**src/rtl/core/dtfx_pkg.sv**
```systemverilog
// ----------------------------------------------------------------------------
// dtfx_pkg
// Shared types, character codes and elaboration helpers for the decimal text
// to fixed point converter.
// ----------------------------------------------------------------------------
`default_nettype none

package dtfx_pkg;

  // Default configuration of the converter.
  localparam int FRAC_BITS_DEF       = 24;
  localparam int MAX_FRAC_DIGITS_DEF = 9;

  // Width of the fixed point value in a result.
  localparam int VALUE_W = 32;

  // Character codes used by the grammar.
  localparam logic [7:0] CH_ZERO     = 8'd48;
  localparam logic [7:0] CH_NINE     = 8'd57;
  localparam logic [7:0] CH_PLUS     = 8'd43;
  localparam logic [7:0] CH_MINUS    = 8'd45;
  localparam logic [7:0] CH_POINT    = 8'd46;
  localparam logic [7:0] CH_SPACE    = 8'd32;
  localparam logic [7:0] CH_CTRL_LO  = 8'd8;
  localparam logic [7:0] CH_CTRL_HI  = 8'd13;

  // One character of the input string.
  typedef struct packed {
    logic [7:0] char_code;
    logic       last_char;
  } char_t;

  // One converted number.
  typedef struct packed {
    logic                      is_valid;
    logic signed [VALUE_W-1:0] fixed_value;
    logic                      overflowed;
  } result_t;

  // Status of a finished string, handed from the parser to the packer.
  typedef struct packed {
    logic negative;
    logic saturated;
    logic valid;
  } dtfx_flags_t;

  // Power of ten, used only to build constants at elaboration.
  function automatic logic [63:0] pow10(input int n);
    logic [63:0] p;
    p = 64'd1;
    for (int i = 0; i < n; i++) begin
      p = p * 64'd10;
    end
    return p;
  endfunction

endpackage

`default_nettype wire

```
**src/rtl/core/dtfx_parse.sv**
```systemverilog
// ----------------------------------------------------------------------------
// dtfx_parse
// Character parser: phase tracking, integer accumulation with clamp, and an
// exact running binary fraction kept as quotient and remainder.
// ----------------------------------------------------------------------------
`default_nettype none

module dtfx_parse #(
  parameter int FRAC_BITS       = dtfx_pkg::FRAC_BITS_DEF,
  parameter int MAX_FRAC_DIGITS = dtfx_pkg::MAX_FRAC_DIGITS_DEF,
  localparam int INT_W          = (FRAC_BITS < 31) ? (32 - FRAC_BITS) : 1
) (
  input  logic                  clk,
  input  logic                  rst,
  input  logic                  take,
  input  dtfx_pkg::char_t       char_in,
  output dtfx_pkg::dtfx_flags_t flags_final,
  output logic [INT_W-1:0]      int_final,
  output logic [FRAC_BITS-1:0]  frac_final
);
  import dtfx_pkg::*;

  localparam int          CNT_W   = $clog2(MAX_FRAC_DIGITS + 1);
  localparam logic [63:0] DEN     = pow10(MAX_FRAC_DIGITS);
  localparam int          REM_W   = $clog2(DEN);
  localparam int          SUM_W   = REM_W + 4;
  localparam int          QSUM_W  = FRAC_BITS + 4;
  localparam int          ISUM_W  = INT_W + 4;
  localparam logic [63:0] CLAMP64 = (FRAC_BITS < 31) ? (64'd1 << (31 - FRAC_BITS)) : 64'd1;
  localparam logic [INT_W-1:0] INT_CLAMP = CLAMP64[INT_W-1:0];

  typedef enum logic [3:0] {
    PH_LEAD  = 4'b0001,
    PH_INT   = 4'b0010,
    PH_FRAC  = 4'b0100,
    PH_TRAIL = 4'b1000
  } phase_t;

  // Parse state.
  phase_t               phase;
  logic [1:0]           dot_tally;
  logic                 negative;
  logic [INT_W-1:0]     int_acc;
  logic [FRAC_BITS-1:0] frac_quot;
  logic [REM_W-1:0]     frac_rem;
  logic [CNT_W-1:0]     frac_count;
  logic                 first_point;
  logic                 started;
  logic                 saturated;
  logic                 invalid;

  phase_t               phase_next;
  logic [1:0]           dot_tally_next;
  logic                 negative_next;
  logic [INT_W-1:0]     int_acc_next;
  logic [FRAC_BITS-1:0] frac_quot_next;
  logic [REM_W-1:0]     frac_rem_next;
  logic [CNT_W-1:0]     frac_count_next;
  logic                 first_point_next;
  logic                 saturated_next;
  logic                 invalid_next;

  // Weight of the k-th fraction digit: 2^FRAC_BITS / 10^(k+1), split into an
  // integer quotient and a remainder scaled to the common denominator DEN.
  logic [FRAC_BITS-1:0] quot_tab [MAX_FRAC_DIGITS];
  logic [REM_W-1:0]     rem_tab  [MAX_FRAC_DIGITS];
  logic [SUM_W-1:0]     den_mult [10];

  for (genvar k = 0; k < MAX_FRAC_DIGITS; k++) begin : g_weight
    localparam logic [63:0] QK = (64'd1 << FRAC_BITS) / pow10(k + 1);
    localparam logic [63:0] RK =
      ((64'd1 << FRAC_BITS) % pow10(k + 1)) * pow10(MAX_FRAC_DIGITS - 1 - k);
    assign quot_tab[k] = QK[FRAC_BITS-1:0];
    assign rem_tab[k]  = RK[REM_W-1:0];
  end

  for (genvar j = 0; j < 10; j++) begin : g_den
    localparam logic [63:0] MJ = DEN * 64'(j);
    assign den_mult[j] = MJ[SUM_W-1:0];
  end

  // Character classes.
  logic [3:0] digit;
  logic       is_space;
  logic       is_digit;
  logic       is_point;
  logic       is_sign;

  assign digit    = char_in.char_code[3:0];
  assign is_space = ((char_in.char_code >= CH_CTRL_LO) && (char_in.char_code <= CH_CTRL_HI)) ||
                    (char_in.char_code == CH_SPACE);
  assign is_digit = (char_in.char_code >= CH_ZERO) && (char_in.char_code <= CH_NINE);
  assign is_point = (char_in.char_code == CH_POINT);
  assign is_sign  = (char_in.char_code == CH_PLUS) || (char_in.char_code == CH_MINUS);

  // Integer digit: multiply by ten, add, clamp just above the range.
  logic [ISUM_W-1:0] int_sum;
  logic              int_over;
  logic [INT_W-1:0]  int_add;

  assign int_sum  = ISUM_W'({int_acc, 3'b000}) + ISUM_W'({int_acc, 1'b0}) + ISUM_W'(digit);
  assign int_over = int_sum > ISUM_W'(INT_CLAMP);
  assign int_add  = int_over ? INT_CLAMP : int_sum[INT_W-1:0];

  // Fraction digit: add the digit weight and renormalize the remainder.
  logic                 frac_room;
  logic [FRAC_BITS-1:0] sel_quot;
  logic [REM_W-1:0]     sel_rem;
  logic [SUM_W-1:0]     rem_sum;
  logic [3:0]           rem_carry;
  logic [SUM_W-1:0]     rem_adj;
  logic [QSUM_W-1:0]    quot_sum;

  assign frac_room = frac_count < CNT_W'(MAX_FRAC_DIGITS);

  always_comb begin
    sel_quot = '0;
    sel_rem  = '0;
    for (int k = 0; k < MAX_FRAC_DIGITS; k++) begin
      if (frac_count == CNT_W'(k)) begin
        sel_quot = quot_tab[k];
        sel_rem  = rem_tab[k];
      end
    end
  end

  assign rem_sum = SUM_W'(frac_rem) + SUM_W'(sel_rem) * SUM_W'(digit);

  // The sum stays below ten times the denominator, so the carry is one digit.
  always_comb begin
    rem_carry = 4'd0;
    for (int j = 1; j < 10; j++) begin
      if (rem_sum >= den_mult[j]) begin
        rem_carry = 4'(j);
      end
    end
  end

  assign rem_adj  = rem_sum - den_mult[rem_carry];
  assign quot_sum = QSUM_W'(frac_quot) + QSUM_W'(sel_quot) * QSUM_W'(digit) +
                    QSUM_W'(rem_carry);

  // Next-state logic for one character.
  always_comb begin
    phase_next       = phase;
    dot_tally_next   = dot_tally;
    negative_next    = negative;
    int_acc_next     = int_acc;
    frac_quot_next   = frac_quot;
    frac_rem_next    = frac_rem;
    frac_count_next  = frac_count;
    first_point_next = first_point;
    saturated_next   = saturated;
    invalid_next     = invalid;

    if (is_point) begin
      if (dot_tally != 2'd2) begin
        dot_tally_next = dot_tally + 2'd1;
      end
      if (!started) begin
        first_point_next = 1'b1;
      end
    end

    unique case (phase)
      PH_LEAD: begin
        if (is_space) begin
          phase_next = PH_LEAD;
        end else if (is_sign) begin
          negative_next = (char_in.char_code == CH_MINUS);
          phase_next    = PH_INT;
        end else if (is_digit) begin
          int_acc_next   = int_add;
          saturated_next = saturated | int_over;
          phase_next     = PH_INT;
        end else if (is_point) begin
          phase_next = PH_FRAC;
        end else begin
          invalid_next = 1'b1;
          phase_next   = PH_TRAIL;
        end
      end
      PH_INT: begin
        if (is_digit) begin
          int_acc_next   = int_add;
          saturated_next = saturated | int_over;
        end else if (is_point) begin
          phase_next = PH_FRAC;
        end else if (is_space) begin
          phase_next = PH_TRAIL;
        end else begin
          invalid_next = 1'b1;
          phase_next   = PH_TRAIL;
        end
      end
      PH_FRAC: begin
        if (is_digit) begin
          if (frac_room) begin
            frac_quot_next  = quot_sum[FRAC_BITS-1:0];
            frac_rem_next   = rem_adj[REM_W-1:0];
            frac_count_next = frac_count + CNT_W'(1);
          end
        end else if (is_space) begin
          phase_next = PH_TRAIL;
        end else begin
          invalid_next = 1'b1;
          phase_next   = PH_TRAIL;
        end
      end
      default: begin
        phase_next = PH_TRAIL;
        if (!is_space) begin
          invalid_next = 1'b1;
        end
      end
    endcase
  end

  // Values of the string as they stand after this character.
  assign flags_final.negative  = negative_next;
  assign flags_final.saturated = saturated_next;
  assign flags_final.valid     = !invalid_next && (dot_tally_next != 2'd2) &&
                                 !(first_point_next && !started);
  assign int_final             = int_acc_next;
  assign frac_final            = frac_quot_next;

  // State update; the last character of a string returns the parser to reset.
  always_ff @(posedge clk) begin
    if (rst || (take && char_in.last_char)) begin
      phase       <= PH_LEAD;
      dot_tally   <= 2'd0;
      negative    <= 1'b0;
      int_acc     <= '0;
      frac_quot   <= '0;
      frac_rem    <= '0;
      frac_count  <= '0;
      first_point <= 1'b0;
      started     <= 1'b0;
      saturated   <= 1'b0;
      invalid     <= 1'b0;
    end else if (take) begin
      phase       <= phase_next;
      dot_tally   <= dot_tally_next;
      negative    <= negative_next;
      int_acc     <= int_acc_next;
      frac_quot   <= frac_quot_next;
      frac_rem    <= frac_rem_next;
      frac_count  <= frac_count_next;
      first_point <= first_point_next;
      started     <= 1'b1;
      saturated   <= saturated_next;
      invalid     <= invalid_next;
    end
  end

endmodule

`default_nettype wire

```
**src/rtl/core/dtfx_pack.sv**
```systemverilog
// ----------------------------------------------------------------------------
// dtfx_pack
// Result formatter: joins integer and fraction, saturates to the 32-bit range
// and applies the sign.
// ----------------------------------------------------------------------------
`default_nettype none

module dtfx_pack #(
  parameter int FRAC_BITS = dtfx_pkg::FRAC_BITS_DEF,
  localparam int INT_W    = (FRAC_BITS < 31) ? (32 - FRAC_BITS) : 1
) (
  input  dtfx_pkg::dtfx_flags_t flags,
  input  logic [INT_W-1:0]      int_val,
  input  logic [FRAC_BITS-1:0]  frac_val,
  output dtfx_pkg::result_t     result
);
  import dtfx_pkg::*;

  localparam int MAG_W = INT_W + FRAC_BITS + 1;
  localparam logic [MAG_W-1:0] POS_LIM = MAG_W'(33'h0_7FFF_FFFF);
  localparam logic [MAG_W-1:0] NEG_LIM = MAG_W'(33'h0_8000_0000);

  logic [MAG_W-1:0]   mag;
  logic [MAG_W-1:0]   limit;
  logic               ovf;
  logic [VALUE_W-1:0] mag_sat;

  // Magnitude is the integer shifted over the fraction field.
  assign mag   = MAG_W'({int_val, frac_val});
  assign limit = flags.negative ? NEG_LIM : POS_LIM;
  assign ovf   = flags.saturated || (mag > limit);

  assign mag_sat = ovf ? limit[VALUE_W-1:0] : mag[VALUE_W-1:0];

  assign result.is_valid    = flags.valid;
  assign result.fixed_value = flags.negative ? VALUE_W'(-mag_sat) : mag_sat;
  assign result.overflowed  = ovf;

endmodule

`default_nettype wire

```
**src/rtl/core/decimal_text_to_fixed_point.sv**
```systemverilog
// ----------------------------------------------------------------------------
// decimal_text_to_fixed_point
// Streams a decimal number one character at a time and returns its value in
// signed fixed point with a validity flag and an overflow flag.
// ----------------------------------------------------------------------------
//
//   Channel  Direction  Payload    Transaction
//   char     in         char_t     one character; last_char closes a string
//   result   out        result_t   one converted number per string
//
// One character is taken every cycle unless the input stalls; nothing iterates.
// The last character of a string passes the input register, then the string
// snapshot, then the result register, where its result turns valid and can
// be taken.
// Reset (rst, synchronous) empties the pipeline and returns the parser to the
// leading whitespace phase.
// A stalled result holds its value; characters keep flowing while one more
// finished string waits behind it, and the last character of the string after
// that waits in the input register and stalls further input.
// ----------------------------------------------------------------------------
`default_nettype none

module decimal_text_to_fixed_point #(
  parameter int FRAC_BITS       = dtfx_pkg::FRAC_BITS_DEF,
  parameter int MAX_FRAC_DIGITS = dtfx_pkg::MAX_FRAC_DIGITS_DEF
) (
  input  logic              clk,
  input  logic              rst,
  input  logic              char_valid,
  output logic              char_stall,
  input  dtfx_pkg::char_t   char_data,
  output logic              result_valid,
  input  logic              result_stall,
  output dtfx_pkg::result_t result_data
);
  import dtfx_pkg::*;

  localparam int INT_W = (FRAC_BITS < 31) ? (32 - FRAC_BITS) : 1;

  // Input register.
  char_t char_q;
  logic  char_q_valid;

  // Finished string waiting for formatting.
  dtfx_flags_t          snap_flags;
  logic [INT_W-1:0]     snap_int;
  logic [FRAC_BITS-1:0] snap_frac;
  logic                 snap_valid;

  dtfx_flags_t          flags_final;
  logic [INT_W-1:0]     int_final;
  logic [FRAC_BITS-1:0] frac_final;
  result_t              result_next;

  logic out_ready;
  logic snap_ready;
  logic take;
  logic char_take;

  // Flow control: only a last character needs room further down.
  assign out_ready  = !result_valid || !result_stall;
  assign snap_ready = !snap_valid || out_ready;
  assign take       = char_q_valid && (!char_q.last_char || snap_ready);
  assign char_stall = char_q_valid && !take;
  assign char_take  = char_valid && !char_stall;

  dtfx_parse #(
    .FRAC_BITS       (FRAC_BITS),
    .MAX_FRAC_DIGITS (MAX_FRAC_DIGITS)
  ) u_parse (
    .clk         (clk),
    .rst         (rst),
    .take        (take),
    .char_in     (char_q),
    .flags_final (flags_final),
    .int_final   (int_final),
    .frac_final  (frac_final)
  );

  dtfx_pack #(
    .FRAC_BITS (FRAC_BITS)
  ) u_pack (
    .flags    (snap_flags),
    .int_val  (snap_int),
    .frac_val (snap_frac),
    .result   (result_next)
  );

  // Input register control.
  always_ff @(posedge clk) begin
    if (rst) begin
      char_q_valid <= 1'b0;
    end else if (char_take) begin
      char_q_valid <= 1'b1;
    end else if (take) begin
      char_q_valid <= 1'b0;
    end
  end

  always_ff @(posedge clk) begin
    if (char_take) begin
      char_q <= char_data;
    end
  end

  // Snapshot of a finished string.
  always_ff @(posedge clk) begin
    if (rst) begin
      snap_valid <= 1'b0;
    end else if (take && char_q.last_char) begin
      snap_valid <= 1'b1;
    end else if (out_ready) begin
      snap_valid <= 1'b0;
    end
  end

  always_ff @(posedge clk) begin
    if (take && char_q.last_char) begin
      snap_flags <= flags_final;
      snap_int   <= int_final;
      snap_frac  <= frac_final;
    end
  end

  // Result register.
  always_ff @(posedge clk) begin
    if (rst) begin
      result_valid <= 1'b0;
    end else if (snap_valid && out_ready) begin
      result_valid <= 1'b1;
    end else if (!result_stall) begin
      result_valid <= 1'b0;
    end
  end

  always_ff @(posedge clk) begin
    if (snap_valid && out_ready) begin
      result_data <= result_next;
    end
  end

endmodule

`default_nettype wire

```
**config.mk**
```make
export PLATFORM = sky130hd
export DESIGN_NAME = decimal_text_to_fixed_point
export DESIGN_NICKNAME = d
export VERILOG_FILES = /design/src/rtl/core/dtfx_pkg.sv /design/src/rtl/core/dtfx_parse.sv /design/src/rtl/core/dtfx_pack.sv /design/src/rtl/core/decimal_text_to_fixed_point.sv
export SDC_FILE = /design/constraint.sdc
export NUM_CORES = 1
export LEC_CHECK = 0
export BUFFER_PORTS_ARGS = -buffer_cell sky130_fd_sc_hd__clkbuf_2
export CORE_MARGIN = 3
export CORE_UTILIZATION = 42
export DETAILED_ROUTE_END_ITERATION = 8
export GPL_TIMING_DRIVEN = 0
export SYNTH_ARGS = -nofsm -noshare
export SYNTH_HDL_FRONTEND = slang
export SYNTH_SLANG_ARGS = --single-unit
```
**constraint.sdc**
```tcl
create_clock -name clk -period 10.8 [get_ports clk]
set_input_delay 2.16 -clock clk [delete_from_list [all_inputs] [get_ports clk]]
set_output_delay 2.16 -clock clk [all_outputs]
set_load 0.1 [all_outputs]
```
# == After elaboration in Yosys (flattened, before gate mapping) ==
# Memory sizes are Yosys's and may differ from the RTL's.
# Index checks and enable logic that the tools add are counted.
# totals
out_inout_bits,36
regBits,158
mem_bits_ro,544
n_memories,1
word_cells,179
# memory_table
memory,words,word_bits,rd,rd_clocked_by_memory_dff,write_ports,line_no,rtl
(no name shown),16,34,1,0,0,dtfx_parse.sv:139,assign rem_adj = rem_sum - den_mult[rem_carry];
# classes
muxes,73
add_sub_neg,9
reduce_logical,31
eq_ne,20
mul,2
bitwise_logic,2
magnitude_cmp,17
# ops
op,n
30-bit two-way mux,11
21-bit two-way mux,9
34-bit by 33-bit greater-or-equal comparator with 1-bit output (second input constant),4
32-bit two-way mux,3
24-bit two-way mux,3
34-bit by 32-bit greater-or-equal comparator with 1-bit output (second input constant),2
30-bit by 34-bit adder with 34-bit output,1
34-bit by 30-bit greater-or-equal comparator with 1-bit output (second input constant),1
34-bit by 31-bit greater-or-equal comparator with 1-bit output (second input constant),1
34-bit greater-or-equal comparator (second input constant),1
30-bit by 4-bit multiplier with 34-bit output,1
32-bit by 33-bit > comparator with 1-bit output,1
8-bit by 6-bit equality test with 1-bit output (second input constant),4
4-bit two-way mux,8
8-bit two-way mux,4
32-bit negation,1
30-bit subtractor,1
24-bit adder,1
24-bit by 4-bit adder with 24-bit output,1
21-bit by 4-bit multiplier with 24-bit output,1
1-bit two-way mux,23
4-bit by 3-bit equality test with 1-bit output (second input constant),5
8-bit one-hot mux with 2 select lines,1
11-bit by 9-bit adder with 12-bit output,1
other kinds (29),65

# == Depth between registers and ports, before layout ==
# logic_depth
word_depth,27
ltp_mapped,49
ltp_nobuf,48

# == Cells and area by module ==
# A second synthesis with hierarchy kept.
# hier_totals
cells_unflattened,1998
hier_area_um2,16854.9
# by_module_without_submodules
mod,instances,seq_area_each_um2,area_per_inst_um2,cells_each
dtfx_parse,1,1361.3,12333.1,1608
decimal_text_to_fixed_point,1,2402.3,2484.9,94
dtfx_pack,1,0.0,2037.0,296

# == Least setup slack after synthesis ==
# Ideal clock, no wire load.
# synth_path
path_type,register to register
start,register u_parse.frac_count[0]
end,register snap_frac[20] (data pin)
setup_slack_ns,0.339
n_path_buf,1
synth_period_minus_slack_ns,10.461
required_ns,10.540
stages_incl_launch_ff,45
setup_ns,0.260
t_arrival_ns,10.201
path_cell_list,dfxtp_1 -> inv_1 -> ha_1 -> nor2b_1 -> nor2_1 -> or3_1 -> a21oi_1 -> and2_1 -> fa_1 -> fa_1 -> inv_1 -> fa_1 -> inv_1 -> ha_1 -> and4_1 -> and3_1 -> o21a_1 -> nor2_1 -> (+9 left out) -> ha_1 -> fa_1 -> ha_1 -> inv_1 -> fa_1 -> nor2b_1 -> o21ai_0 -> a21boi_0 -> o21ai_0 -> a21boi_0 -> o21ai_0 -> a21boi_0 -> o311ai_0 -> a21oi_1 -> a211o_1 -> nand2_1 -> xnor2_1 -> mux2_2
# synth_via
elab_chain_len,26
word_cells_on_any_way,54
# synth_lines
element,line_no,rtl
start: declaration,dtfx_parse.sv:46,logic [CNT_W-1:0] frac_count;
start signal: assignment,dtfx_parse.sv:248,frac_count <= frac_count_next;
4-bit zero test,dtfx_parse.sv:120,if (frac_count == CNT_W'(k)) begin
30-bit two-way mux (9 in series),dtfx_parse.sv:120,
30-bit by 4-bit multiplier with 34-bit output,dtfx_parse.sv:127,assign rem_sum = SUM_W'(frac_rem) + SUM_W'(sel_rem) * SUM_W'(digit);
30-bit by 34-bit adder with 34-bit output,dtfx_parse.sv:127,
34-bit by 30-bit greater-or-equal comparator with 1-bit output,dtfx_parse.sv:133,if (rem_sum >= den_mult[j]) begin
1-bit two-way mux,dtfx_parse.sv:133,
2-bit two-way mux (2 in series),dtfx_parse.sv:133,
3-bit two-way mux (4 in series),dtfx_parse.sv:133,
4-bit two-way mux (2 in series),dtfx_parse.sv:133,
24-bit by 4-bit adder with 24-bit output,dtfx_parse.sv:140,assign quot_sum = QSUM_W'(frac_quot) + QSUM_W'(sel_quot) * QSUM_W'(digit) +
24-bit two-way mux *,dtfx_parse.sv:198,if (frac_room) begin
24-bit two-way mux *,dtfx_parse.sv:197,if (is_digit) begin
24-bit two-way mux *,dtfx_parse.sv:165,unique case (phase)
via frac_final[20],decimal_text_to_fixed_point.sv:52,logic [FRAC_BITS-1:0] frac_final;
end signal: assignment,decimal_text_to_fixed_point.sv:121,snap_frac <= frac_final;
end: declaration,decimal_text_to_fixed_point.sv:47,logic [FRAC_BITS-1:0] snap_frac;
# Mark *: on every way through the listed nets, which the timed path passes. The rest lies on a longest branch.
# A chain may end at the register's enable or synchronous reset.

# == Worst setup path after layout ==
# layout_path
start,register u_parse.frac_count[0]
end,register snap_frac[12] (data pin)
# The elaborated chain is that of the path after synthesis.

==> metrics.yaml <==
outcome:
  status: "completed"
logic_synthesis:
  yosys-top-cells-area: "edfxtp_1 (14%), fa_1 (14%), ha_1 (12%)"
  mappedNetlistArea_mm2: 0.0164
  synthCells: 1971
  ys_async_sr_fraction_pct: 0
  seq_area_frac_synth_pct: 22.9
  synth_seq_cells: 149
  synth_flop_cell: "edfxtp_1"
  yosys.area.top_type: "edfxtp_1"
  synth_nets: 2258
  netlist.area_leader.share_pct: 14.3
  yosysMostFrequentCell: "inv_1"
  synth_edf_count: 78
  ys_types: 86
  synth-warning-count: 0
  synth.avg_cell_area_um2: 8.33
  synthTopCellsByCount: "inv_1 (227), nand2_1 (221), a21oi_1 (162)"
placed_design:
  place_area_mm2: 0.0173
  numPortBuffers: 48
  place_congestion: 0.925
  hpwl_um: 37200
  placed_cells: 2531
route:
  dr.pass1.iters: 5
  ant_nets: 0
  wl_um: 46900
  routedWlPerCell_um: 18.1
  drc: 0
  first_iter_violations: 753
  vias: 14600
  post_drt_via_cell_ratio: 5.62
worst_setup_path:
  cpMaxStageDelayCell: "fa_1"
  end_kind: "flip-flop"
  crit_start: "u_parse.frac_count[0]$_SDFFE_PP0P_"
  worstPathRequired_ns: 10.98
  arrival_ns: 10.71
  cp_num_cells: 48
  cp_slowest_stage_delay_ns: 0.57
  worst_r2r_path_depth: 48
  worstReg2RegEnd: "snap_frac[12]$_DFFE_PP_"
  reg2reg_slack_ns: 0.27
  path_class: "reg -> reg"
  endpoint: "snap_frac[12]$_DFFE_PP_"
  cp_top_family: "adder cells"
  r2r_start: "u_parse.frac_count[0]$_SDFFE_PP0P_"
  path_max_fanout: 10
  startpoint_type: "flip-flop"
  crit_buf_inv: 12
layout:
  nNetsFinal: 2356
  syn2layout_area_growth_pct: 14.6
  diodes: 0
  layoutNonFillerInstCount: 2593
  final_area_mm2: 0.0188
  drive_gt1_share_pct: 13.7
floorplanning:
  core_area_mm2: 0.0381
  initial_utilization_pct: 43.1
  num_rows: 71
  die_w_um: 204
  die_h_um: 204
  ios: 49
  dieArea_mm2: 0.0415
sta:
  layout_min_cycle_time_ns: 10.53
  skew_ns: 0.0121
  tightestPinTransition_ns: 1.14
  finalHoldViolCount: 0
  fin_crit_sh_pct: 97.5
  slew-limit-headroom_pct: 24.1
  max_freq_ghz: 0.0950
  setup_viol_count_final: 0
  drv_slew: 0
grt:
  grt.overflow.total: 0
  grt_antenna_before_repair: 0
  first_global_vias: 14800
  grt_first_pass_wirelength_um: 76900
  grt_max_degree: 39
  grt_usage_pct: 23.0
flow_run:
  cap_violations: 0
clock_tree:
  cts_htree_levels: 4
  numCtsBuffers: 17
  root_buffer: "clkbuf_16"
  worst_skew_pair.late_latency_ns: 0.44
  clock_sinks: 149
  clk_pin_slew_ns: 0.07
  clockBufferDepth: 2
  cts_tree: "built"
power:
  powerDensity_mw_per_mm2: 152
  leakagePower_nw: 8.14
  ir_drop_mv: 0.146
min_path:
  hold_class: "reg -> reg"
==> flip-flops by register name, indices dropped and copies added, names as in the netlist <==
register             cells
u_parse.negative         1
u_parse.started          1
char_q                   9
u_parse.int_acc          8
u_parse.saturated        1
u_parse.frac_count       4
snap_valid               1
u_parse.first_point      1
result_data             34
u_parse.frac_quot       24
char_q_valid             1
result_valid             1
snap_frac               24
u_parse.phase            4
u_parse.dot_tally        2
u_parse.frac_rem        21
snap_int                 8
u_parse.invalid          1
snap_flags               3
==> final cells by class <==
class | count | area, µm²
tap | 511 | 639
inverter | 229 | 867
timing repair buffer | 85 | 556
clock inverter | 11 | 126
multi-input combinational | 1513 | 12100
clock buffer | 21 | 450
fill | 3705 | 19300
sequential | 149 | 3770
buffer | 74 | 333
==> through the flow <==
step | worst slack, ns | TNS, ns | util, % | total power [W] | hold slack [ns]
floorplan | 0.339 | 0 | - | 0.00172 | 0.400
global placement | -1.92 | -37.58 | 45.4 | 0.00208 | 0.422
detailed placement | -2.01 | -40.49 | 45.5 | 0.00210 | 0.412
CTS | 0.00667 | 0 | 48.3 | 0.00280 | 0.428
global route | -0.0562 | -0.156 | 49.4 | 0.00307 | 0.430
finish | 0.273 | 0 | 49.4 | 0.00286 | 0.426
==> logic make-up (layout without fill, tap and decap cells) <==
kind of cell | count (synthesis) | in the layout | synth area share [%]
AO/OA/AOI/OAI | 482 | 482 | 19.0
flip-flops | 149 | 149 | 22.9
XOR/XNOR | 58 | 58 | 3.18
adder cells (fa/ha/maj) | 275 | 275 | 26.1
multiplexers | 26 | 26 | 1.74
buffers and inverters | 309 | 420 | 7.16
AND/OR/NAND/NOR | 672 | 672 | 19.9
==> how the worst min path moves through the flow <==
stage	from	end	slack, ns	cells after the start
after CTS	snap_flags[0]$_DFFE_PP_	result_data[33]$_DFFE_PP_	0.43	0
after global routing	snap_flags[0]$_DFFE_PP_	result_data[33]$_DFFE_PP_	0.43	0
final	snap_flags[0]$_DFFE_PP_	result_data[33]$_DFFE_PP_	0.43	0
after detailed placement	snap_flags[0]$_DFFE_PP_	result_data[33]$_DFFE_PP_	0.41	0
after floorplan	snap_flags[0]$_DFFE_PP_	result_data[33]$_DFFE_PP_	0.40	0
after global placement	snap_flags[0]$_DFFE_PP_	result_data[33]$_DFFE_PP_	0.42	0
==> power breakdown <==
| part | switching (W) | internal [W] |
|---|---|---|
| Sequential | 0.0000146 | 0.000606 |
| Combinational | 0.000995 | 0.000648 |
| Clock | 0.000245 | 0.000347 |
| Total | 0.00125 | 0.00160 |
==> repair_timing <==
item	CTS	global route
setup buffers	18	18
setup endpoints to repair	43	29
hold endpoints to repair	0	0
pin swaps	17	33
gates resized for setup	82	92
hold buffers	0	0
==> cells in the final DEF (no fill, tap or decap), types with 9 or more instances in the layout <==
cell | Yosys | routed
nor2_1 | 133 | 124
nor3_1 | 57 | 55
a21oi_2 | 1 | 14
edfxtp_1 | 78 | 78
o21a_1 | 23 | 22
mux2_2 | 21 | 21
a21o_1 | 26 | 26
ha_1 | 161 | 151
and3_1 | 19 | 19
clkbuf_1 | 68 | 49
or2_2 | 15 | 14
a21oi_1 | 162 | 143
dfxtp_1 | 71 | 69
a211oi_1 | 14 | 13
clkbuf_2 | 0 | 57
o22ai_1 | 13 | 12
or3_1 | 19 | 18
nor2b_1 | 21 | 19
a31oi_1 | 14 | 11
nand3_1 | 24 | 24
xor2_1 | 17 | 12
o21ai_0 | 88 | 78
inv_1 | 227 | 220
fa_1 | 113 | 113
o31ai_1 | 12 | 10
nand2_1 | 221 | 218
and2_1 | 87 | 84
nand2b_1 | 18 | 18
a211o_1 | 9 | 9
clkbuf_16 | 0 | 17
nand4_1 | 17 | 17
buf_4 | 0 | 34
xnor2_1 | 40 | 35
==> routing by layer <==
layer	track usage [%]	vias up	wire length (µm)
li1	-	7049	-
met1	27.9	7015	19700
met2	41.6	407	23500
met3	2.79	99	1820
met4	9.24	0	1880
met5	0	-	0
Power figures use the tool's default switching activity.
